<file path="config.mk">
export PLATFORM = sky130hd
export DESIGN_NAME = lz4bsd_parse
export DESIGN_NICKNAME = d
export VERILOG_FILES = /design/src/hdl/lz4_block_sequence_decoder_assert.svh /design/src/hdl/lz4bsd_pkg.sv /design/src/hdl/lz4bsd_parse.sv
export SDC_FILE = /design/constraint.sdc
export NUM_CORES = 1
export LEC_CHECK = 0
export BUFFER_PORTS_ARGS = -buffer_cell sky130_fd_sc_hd__buf_2
export CAP_MARGIN = 20
export CORE_ASPECT_RATIO = 1.1
export CORE_MARGIN = 2
export CORE_UTILIZATION = 42
export CTS_BUF_LIST = sky130_fd_sc_hd__clkbuf_4 sky130_fd_sc_hd__clkbuf_8 sky130_fd_sc_hd__clkbuf_16
export CTS_CLUSTER_DIAMETER = 100
export DETAILED_ROUTE_END_ITERATION = 12
export RECOVER_POWER = 50
export SLEW_MARGIN = 20
export SYNTH_ARGS = -nofsm -noshare
export SYNTH_HDL_FRONTEND = slang
export SYNTH_SLANG_ARGS = --single-unit
export TNS_END_PERCENT = 50
</file>
<file path="constraint.sdc">
create_clock -name clk -period 6.9 [get_ports clk]
set_clock_uncertainty 0.15 [all_clocks]
set_input_delay 0.69 -clock clk [delete_from_list [all_inputs] [get_ports clk]]
set_output_delay 0.69 -clock clk [all_outputs]
set_load 0.02 [all_outputs]
</file>
<file path="src/hdl/lz4_block_sequence_decoder_assert.svh">
// Assertion macros used by the decoder's top-level RTL file.
`ifndef LZ4_BLOCK_SEQUENCE_DECODER_ASSERT_SVH
`define LZ4_BLOCK_SEQUENCE_DECODER_ASSERT_SVH

// Same-cycle implication, clocked on clk, off during reset.
`define LZ4BSD_ASSERT_NOW(lbl, ante, cons) \
    lbl: assert property (@(posedge clk) disable iff (!rst_n) (ante) |-> (cons)) \
        else $error("lz4 decoder check failed");

// Next-cycle implication, clocked on clk, off during reset.
`define LZ4BSD_ASSERT_NEXT(lbl, ante, cons) \
    lbl: assert property (@(posedge clk) disable iff (!rst_n) (ante) |=> (cons)) \
        else $error("lz4 decoder check failed");

`endif

</file>
<file path="src/hdl/lz4bsd_pkg.sv">
// Types and constants of the LZ4 block sequence decoder.
package lz4bsd_pkg;

    typedef enum logic [2:0] {
        PH_TOKEN,
        PH_LIT_EXT,
        PH_LITERALS,
        PH_OFF_LO,
        PH_OFF_HI,
        PH_MATCH_EXT,
        PH_COPY
    } phase_t;

    localparam logic [1:0] ERR_NONE   = 2'd0;
    localparam logic [1:0] ERR_BUSY   = 2'd1;
    localparam logic [1:0] ERR_OFFSET = 2'd2;
    localparam logic [1:0] ERR_TRUNC  = 2'd3;

    localparam logic FUNC_PUSH = 1'b0;
    localparam logic FUNC_TICK = 1'b1;

    localparam int LANES  = 8;
    localparam int LANE_W = 3;

    localparam logic [7:0] BYTE_RUN    = 8'hff;
    localparam logic [3:0] NIBBLE_RUN  = 4'hf;
    localparam logic [3:0] MIN_MATCH   = 4'd4;

    // Result of one beat, passed from the parser to the data path.
    typedef struct packed {
        logic        is_copy;
        logic [7:0]  lit;
        logic [3:0]  count;
        logic [15:0] offset;
        logic        done;
        logic        pending;
        logic [1:0]  err;
    } step_t;

endpackage

</file>
<file path="src/hdl/lz4bsd_parse.sv">
// Sequence parser: token, lengths, offset and copy bookkeeping.
module lz4bsd_parse
    import lz4bsd_pkg::*;
#(
    parameter int HISTORY_DEPTH = 65536,
    parameter int COPY_BYTES    = 8,
    parameter int LENGTH_WIDTH  = 32
)
(
    input  logic                              clk,
    input  logic                              rst_n,
    input  logic                              accept,
    input  logic                              func,
    input  logic [7:0]                        in_byte,
    input  logic                              block_last,
    output step_t                             step,
    output logic [$clog2(HISTORY_DEPTH)-1:0]  wr_start,
    output logic [$clog2(HISTORY_DEPTH)-1:0]  src_start
);

    localparam int AW  = $clog2(HISTORY_DEPTH);
    localparam int PW  = AW + 1;
    localparam int LW  = LENGTH_WIDTH;
    localparam int LW1 = LENGTH_WIDTH + 1;

    phase_t          phase_reg, phase_next;
    logic [3:0]      nibble_reg, nibble_next;
    logic [LW-1:0]   lit_reg, lit_next;
    logic [15:0]     offset_reg, offset_next;
    logic [LW-1:0]   mrem_reg, mrem_next;
    logic [AW-1:0]   wp_reg, wp_next;
    logic [PW-1:0]   bp_reg, bp_next;
    logic            endp_reg, endp_next;

    logic [3:0]      copy_n;
    logic [3:0]      adv;
    logic [LW1-1:0]  lit_add;
    logic [LW1-1:0]  mrem_add;
    logic [LW-1:0]   lit_dec;
    logic [LW-1:0]   mrem_left;
    logic [15:0]     off_full;
    logic            bad_off;
    logic            complete_ok;
    logic [PW-1:0]   wp_sum;
    logic [PW-1:0]   bp_sum;
    logic [PW-1:0]   src_sum;

    always_comb
    begin
        copy_n = 4'(COPY_BYTES);
        if (offset_reg < 16'(COPY_BYTES))
        begin
            copy_n = offset_reg[3:0];
        end
        if (mrem_reg < LW'(copy_n))
        begin
            copy_n = mrem_reg[3:0];
        end
    end

    assign lit_add   = {1'b0, lit_reg} + LW1'(in_byte);
    assign mrem_add  = {1'b0, mrem_reg} + LW1'(in_byte);
    assign lit_dec   = (lit_reg != '0) ? lit_reg - LW'(1) : lit_reg;
    assign mrem_left = mrem_reg - LW'(copy_n);
    assign off_full  = (phase_reg == PH_OFF_HI) ? {in_byte, offset_reg[7:0]} : offset_reg;
    assign bad_off   = (off_full == '0) || (PW'(off_full) > bp_reg);

    always_comb
    begin
        phase_next  = phase_reg;
        nibble_next = nibble_reg;
        lit_next    = lit_reg;
        offset_next = offset_reg;
        mrem_next   = mrem_reg;
        endp_next   = endp_reg;
        adv         = '0;
        complete_ok = 1'b0;
        step        = '0;
        step.lit    = in_byte;
        step.offset = offset_reg;

        if (func == FUNC_TICK)
        begin
            if (phase_reg == PH_COPY)
            begin
                step.is_copy = 1'b1;
                step.count   = copy_n;
                adv          = copy_n;
                mrem_next    = mrem_left;
                if (mrem_left == '0)
                begin
                    phase_next = PH_TOKEN;
                    step.done  = endp_reg;
                    endp_next  = 1'b0;
                end
            end
        end
        else if (phase_reg == PH_COPY)
        begin
            step.err = ERR_BUSY;
        end
        else
        begin
            case (phase_reg)
                PH_TOKEN:
                begin
                    nibble_next = in_byte[3:0];
                    lit_next    = LW'(in_byte[7:4]);
                    if (in_byte[7:4] == NIBBLE_RUN)
                    begin
                        phase_next = PH_LIT_EXT;
                    end
                    else if (in_byte[7:4] == 4'd0)
                    begin
                        phase_next  = PH_OFF_LO;
                        complete_ok = 1'b1;
                    end
                    else
                    begin
                        phase_next = PH_LITERALS;
                    end
                end
                PH_LIT_EXT:
                begin
                    lit_next = lit_add[LW] ? '1 : lit_add[LW-1:0];
                    if (in_byte != BYTE_RUN)
                    begin
                        phase_next = PH_LITERALS;
                    end
                end
                PH_LITERALS:
                begin
                    step.count = 4'd1;
                    adv        = 4'd1;
                    lit_next   = lit_dec;
                    if (lit_dec == '0)
                    begin
                        phase_next  = PH_OFF_LO;
                        complete_ok = 1'b1;
                    end
                end
                PH_OFF_LO:
                begin
                    offset_next = {8'd0, in_byte};
                    phase_next  = PH_OFF_HI;
                end
                PH_OFF_HI, PH_MATCH_EXT:
                begin
                    if (phase_reg == PH_OFF_HI)
                    begin
                        offset_next = off_full;
                        mrem_next   = LW'(nibble_reg) + LW'(MIN_MATCH);
                    end
                    else
                    begin
                        mrem_next = mrem_add[LW] ? '1 : mrem_add[LW-1:0];
                    end
                    if (phase_reg == PH_OFF_HI && nibble_reg == NIBBLE_RUN)
                    begin
                        phase_next = PH_MATCH_EXT;
                    end
                    else if (phase_reg == PH_MATCH_EXT && in_byte == BYTE_RUN)
                    begin
                        phase_next = PH_MATCH_EXT;
                    end
                    else
                    begin
                        complete_ok = 1'b1;
                        if (bad_off)
                        begin
                            phase_next = PH_TOKEN;
                            mrem_next  = '0;
                            step.done  = block_last;
                            step.err   = ERR_OFFSET;
                        end
                        else
                        begin
                            phase_next = PH_COPY;
                            endp_next  = block_last;
                        end
                    end
                end
                default:
                begin
                    phase_next = PH_TOKEN;
                end
            endcase

            if (block_last && step.err == ERR_NONE)
            begin
                if (complete_ok)
                begin
                    if (phase_next == PH_OFF_LO)
                    begin
                        phase_next = PH_TOKEN;
                        step.done  = 1'b1;
                    end
                end
                else
                begin
                    phase_next = PH_TOKEN;
                    lit_next   = '0;
                    mrem_next  = '0;
                    step.done  = 1'b1;
                    step.err   = ERR_TRUNC;
                end
            end
        end
        step.pending = (phase_next == PH_COPY);
    end

    assign wp_sum  = {1'b0, wp_reg} + PW'(adv);
    assign wp_next = (wp_sum >= PW'(HISTORY_DEPTH)) ? AW'(wp_sum - PW'(HISTORY_DEPTH))
                                                    : wp_sum[AW-1:0];
    assign bp_sum  = bp_reg + PW'(adv);
    assign bp_next = (bp_sum > PW'(HISTORY_DEPTH)) ? PW'(HISTORY_DEPTH) : bp_sum;
    assign src_sum = {1'b0, wp_reg} + PW'(HISTORY_DEPTH) - PW'(offset_reg);

    assign wr_start  = wp_reg;
    assign src_start = (src_sum >= PW'(HISTORY_DEPTH)) ? AW'(src_sum - PW'(HISTORY_DEPTH))
                                                       : src_sum[AW-1:0];

    always_ff @(posedge clk or negedge rst_n)
    begin
        if (!rst_n)
        begin
            phase_reg  <= PH_TOKEN;
            nibble_reg <= '0;
            lit_reg    <= '0;
            offset_reg <= '0;
            mrem_reg   <= '0;
            wp_reg     <= '0;
            bp_reg     <= '0;
            endp_reg   <= 1'b0;
        end
        else if (accept)
        begin
            phase_reg  <= phase_next;
            nibble_reg <= nibble_next;
            lit_reg    <= lit_next;
            offset_reg <= offset_next;
            mrem_reg   <= mrem_next;
            wp_reg     <= wp_next;
            bp_reg     <= bp_next;
            endp_reg   <= endp_next;
        end
    end

endmodule

</file>
==> out/results.tsv <==
stage	metric	value	unit
critical_path	cp_data_required_time	6.06	ns
synth	synth-async-reset-ratio	100	%
final_layout	area_delta_synth_final	12.0	%
clock_tree	insertion_delay	0.45	ns
clock_tree	path_clk_slew	0.06	ns
timing	finalSetupTns	0	ns
critical_path	end_kind	output pin	
critical_path	r2r_setup_slack	0.63	ns
routing	dr.pass1.iters	5	
status	outcome	complete, but fails checks	
floorplan	num_rows	64	
clock_tree	cts_root_buffer	clkbuf_16	
synth	synth-seq-cells	121	
final_layout	final_core_util	47.9	%
routing	vias	12437	
final_layout	fin_area	13300	um2
hold_path	hold_class	flip-flop to flip-flop	
grt	grt_remaining_overflow	0	
placed_design	place_ws	0.202	ns
placed_design	place_congestion	0.973	
routing	viasPerCell	6.22	
pwr	peakVddDrop	0.315	mV
final_layout	nets	1707	
floorplan	ios	78	
timing	fin_hold_ws	0.367	ns
routing	drc	0	
floorplan	dieArea	29700	um2
synth	synth_fp_nets	1670	
clock_tree	cts_tree	yes	
clock_tree	cts-buffers-inserted	17	
synth	synth_area	11900	um2
status	violations	capacitance limit, slew limit	
clock_tree	cts_hold_buf	0	
timing	final-setup-viol-count	0	
final_layout	final_cell_mix	nand2_1 (179), a21oi_1 (132), nor2_1 (129)	
timing	finalCriticalPeriod	6.81	ns
synth	ys_types	79	
final_layout	layout-drive-gt1-share	12.0	%
routing	routed_wl	41300	um
grt	grt_pass1_wl	64200	um
synth	yosys_warnings	0	
timing	max_slew_margin	-134	%
clock_tree	clock-sinks	121	
final_layout	stdcell_count	1998	
timing	finalWorstSetupSlack	0.0936	ns
floorplan	initial_utilization	42.8	%
timing	worstMarginPinSlew	3.51	ns
placed_design	port_buffers	77	
grt	grt_max_degree	65	
critical_path	worstPathMaxFanout	5	
floorplan	dieWidth	165	um
run	maxCapViolCount	2	
grt	grt_pass1_vias	11533	
timing	hold_viol_final	0	
placed_design	dpl.hpwl	29100	um
synth	syn_inst	1584	
pwr	p_total	5.50	mW
critical_path	cp-start-kind	flip-flop	
timing	max_freq	0.147	GHz
timing	slew_violations	124	
clock_tree	clockBufferDepth	2	
routing	wl_per_cell	20.7	um
routing	drt_iter0_markers	1091	
grt	globalRouteTotalUtil	27.5	%
timing	fin_crit_sh	98.6	%
pwr	p_per_area	412	nW/um2
placed_design	place_area	12600	um2
pwr	power_leakage	5.63	nW
floorplan	die_h	181	um
synth	syn_area_per_cell	7.52	um2
placed_design	dp.cells	1952	
clock_tree	htree_levels	4	
critical_path	worstSetupPathType	flip-flop to output pin	
final_layout	layout_commonest_cell	nand2_1	
grt	antenna_found_initial	1	
routing	drtAntennaViolNets	0	
timing	grt_setup_unrepaired	yes	
floorplan	core_area	27900	um2
synth	yosysSeqAreaShare	25.4	%
critical_path	cp.arrival	5.97	ns
synth	synth_edf_count	0	
synth	synth-main-ff-cell	dfrtp_1	
## worst paths after layout
| kind | cells after the start | from | endpoint |
|---|---|---|---|
| setup / recovery | 25 | offset_reg[15]$_DFFE_PN0P_ | step[2] |
| hold / removal | 1 | bp_reg[16]$_DFFE_PN0P_ | bp_reg[15]$_DFFE_PN0P_ |
| setup reg to reg | 26 | offset_reg[15]$_DFFE_PN0P_ | bp_reg[6]$_DFFE_PN0P_ |
| hold reg to reg | 1 | bp_reg[16]$_DFFE_PN0P_ | bp_reg[15]$_DFFE_PN0P_ |
| max in group asynchronous | 2 | rst_n | lit_reg[18]$_DFFE_PN0P_ |
| min in group asynchronous | 1 | rst_n | lit_reg[8]$_DFFE_PN0P_ |
## synthesized netlist by cell type (all sizes together) (12+ instances only)
master	count	area share (%)
xnor2	38	2.8
nand4	21	1.1
ha	67	7.0
clkbuf	88	2.8
or3	27	1.4
o21ai	119	5.0
nor2b	17	0.89
a31oi	24	1.3
or2	12	0.63
a221oi	14	1.1
nand2	180	5.7
o221ai	20	1.5
mux2i	16	1.3
mux2	16	1.5
and3	29	1.5
and2	13	0.68
dfrtp	121	25
o22ai	15	0.79
nor3	48	2.1
nand3	59	2.5
o31ai	24	1.5
nand2b	17	0.89
or4	15	1.0
inv	71	2.2
a21o	22	1.4
nor2	133	4.2
a21oi	133	5.6
o21a	13	0.82
xor2	26	1.9
nor4	22	1.6
buf	25	1.3
## worst max-delay path, stage by stage, from the launching register on
cell and delay, ns:
dfrtp_1 0.38, or4_4 0.56, nor4_4 0.21, buf_4 0.18, nand2_4 0.06, ha_4 0.25, o21a_1 0.09, o21a_1 0.17
o21ai_1 0.12, nand4_1 0.21, mux2i_2 0.28, ha_2 0.23, inv_2 0.04, fa_2 0.35, a21o_1 0.24, a2111o_1 0.48
or3_4 0.42, xor2_1 0.16, nand4b_1 0.12, a2111oi_2 0.23, nand4_1 0.15, buf_6 0.16, o21ai_2 0.10, a211o_1 0.14
nor2_2 0.05, buf_6 0.13
## area by class of cell
class / count / area, um2
Multi-Input combinational cell: 1276 / 8240
Inverter: 74 / 278
Tap cell: 363 / 454
Antenna cell: 1 / 2.50
Fill cell: 2827 / 14500
Clock inverter: 9 / 98.8
Timing Repair Buffer: 131 / 768
Clock buffer: 23 / 477
Sequential cell: 121 / 3030
## metal layers
metal  global-route usage (%)  part of all wire, %  vias up
li1                         -                    -     5887
met1                     37.8                   44     5948
met2                     42.9                   46      514
met3                     4.60                  7.7       88
met4                     10.6                  3.0        0
met5                        0                    0        -
## logic make-up after synthesis
family	count (synthesis)	synth area share, %
AND/OR/NAND/NOR	620	26.1
flip-flops	121	25.4
AO/OA/AOI/OAI	487	26.5
adder cells (fa/ha/maj)	73	8.04
multiplexers	32	2.86
XOR/XNOR	64	4.70
buffers and inverters	187	6.37
## power by group
part / internal [mW] / switching [mW] / total [mW]
clock network: 0.557 / 0.355 / 0.912
logic: 1.29 / 2.07 / 3.35
registers: 0.898 / 0.336 / 1.23
## repair_timing
item                                    4_1_cts  5_1_grt
resized for setup                             2       27
buffers inserted                              6        7
hold endpoints to repair                      0        0
pin swaps                                     3       13
cloned                                        0        0
endpoints found under the setup margin        2        2
No activity file was read; power rests on OpenSTA's default activity.
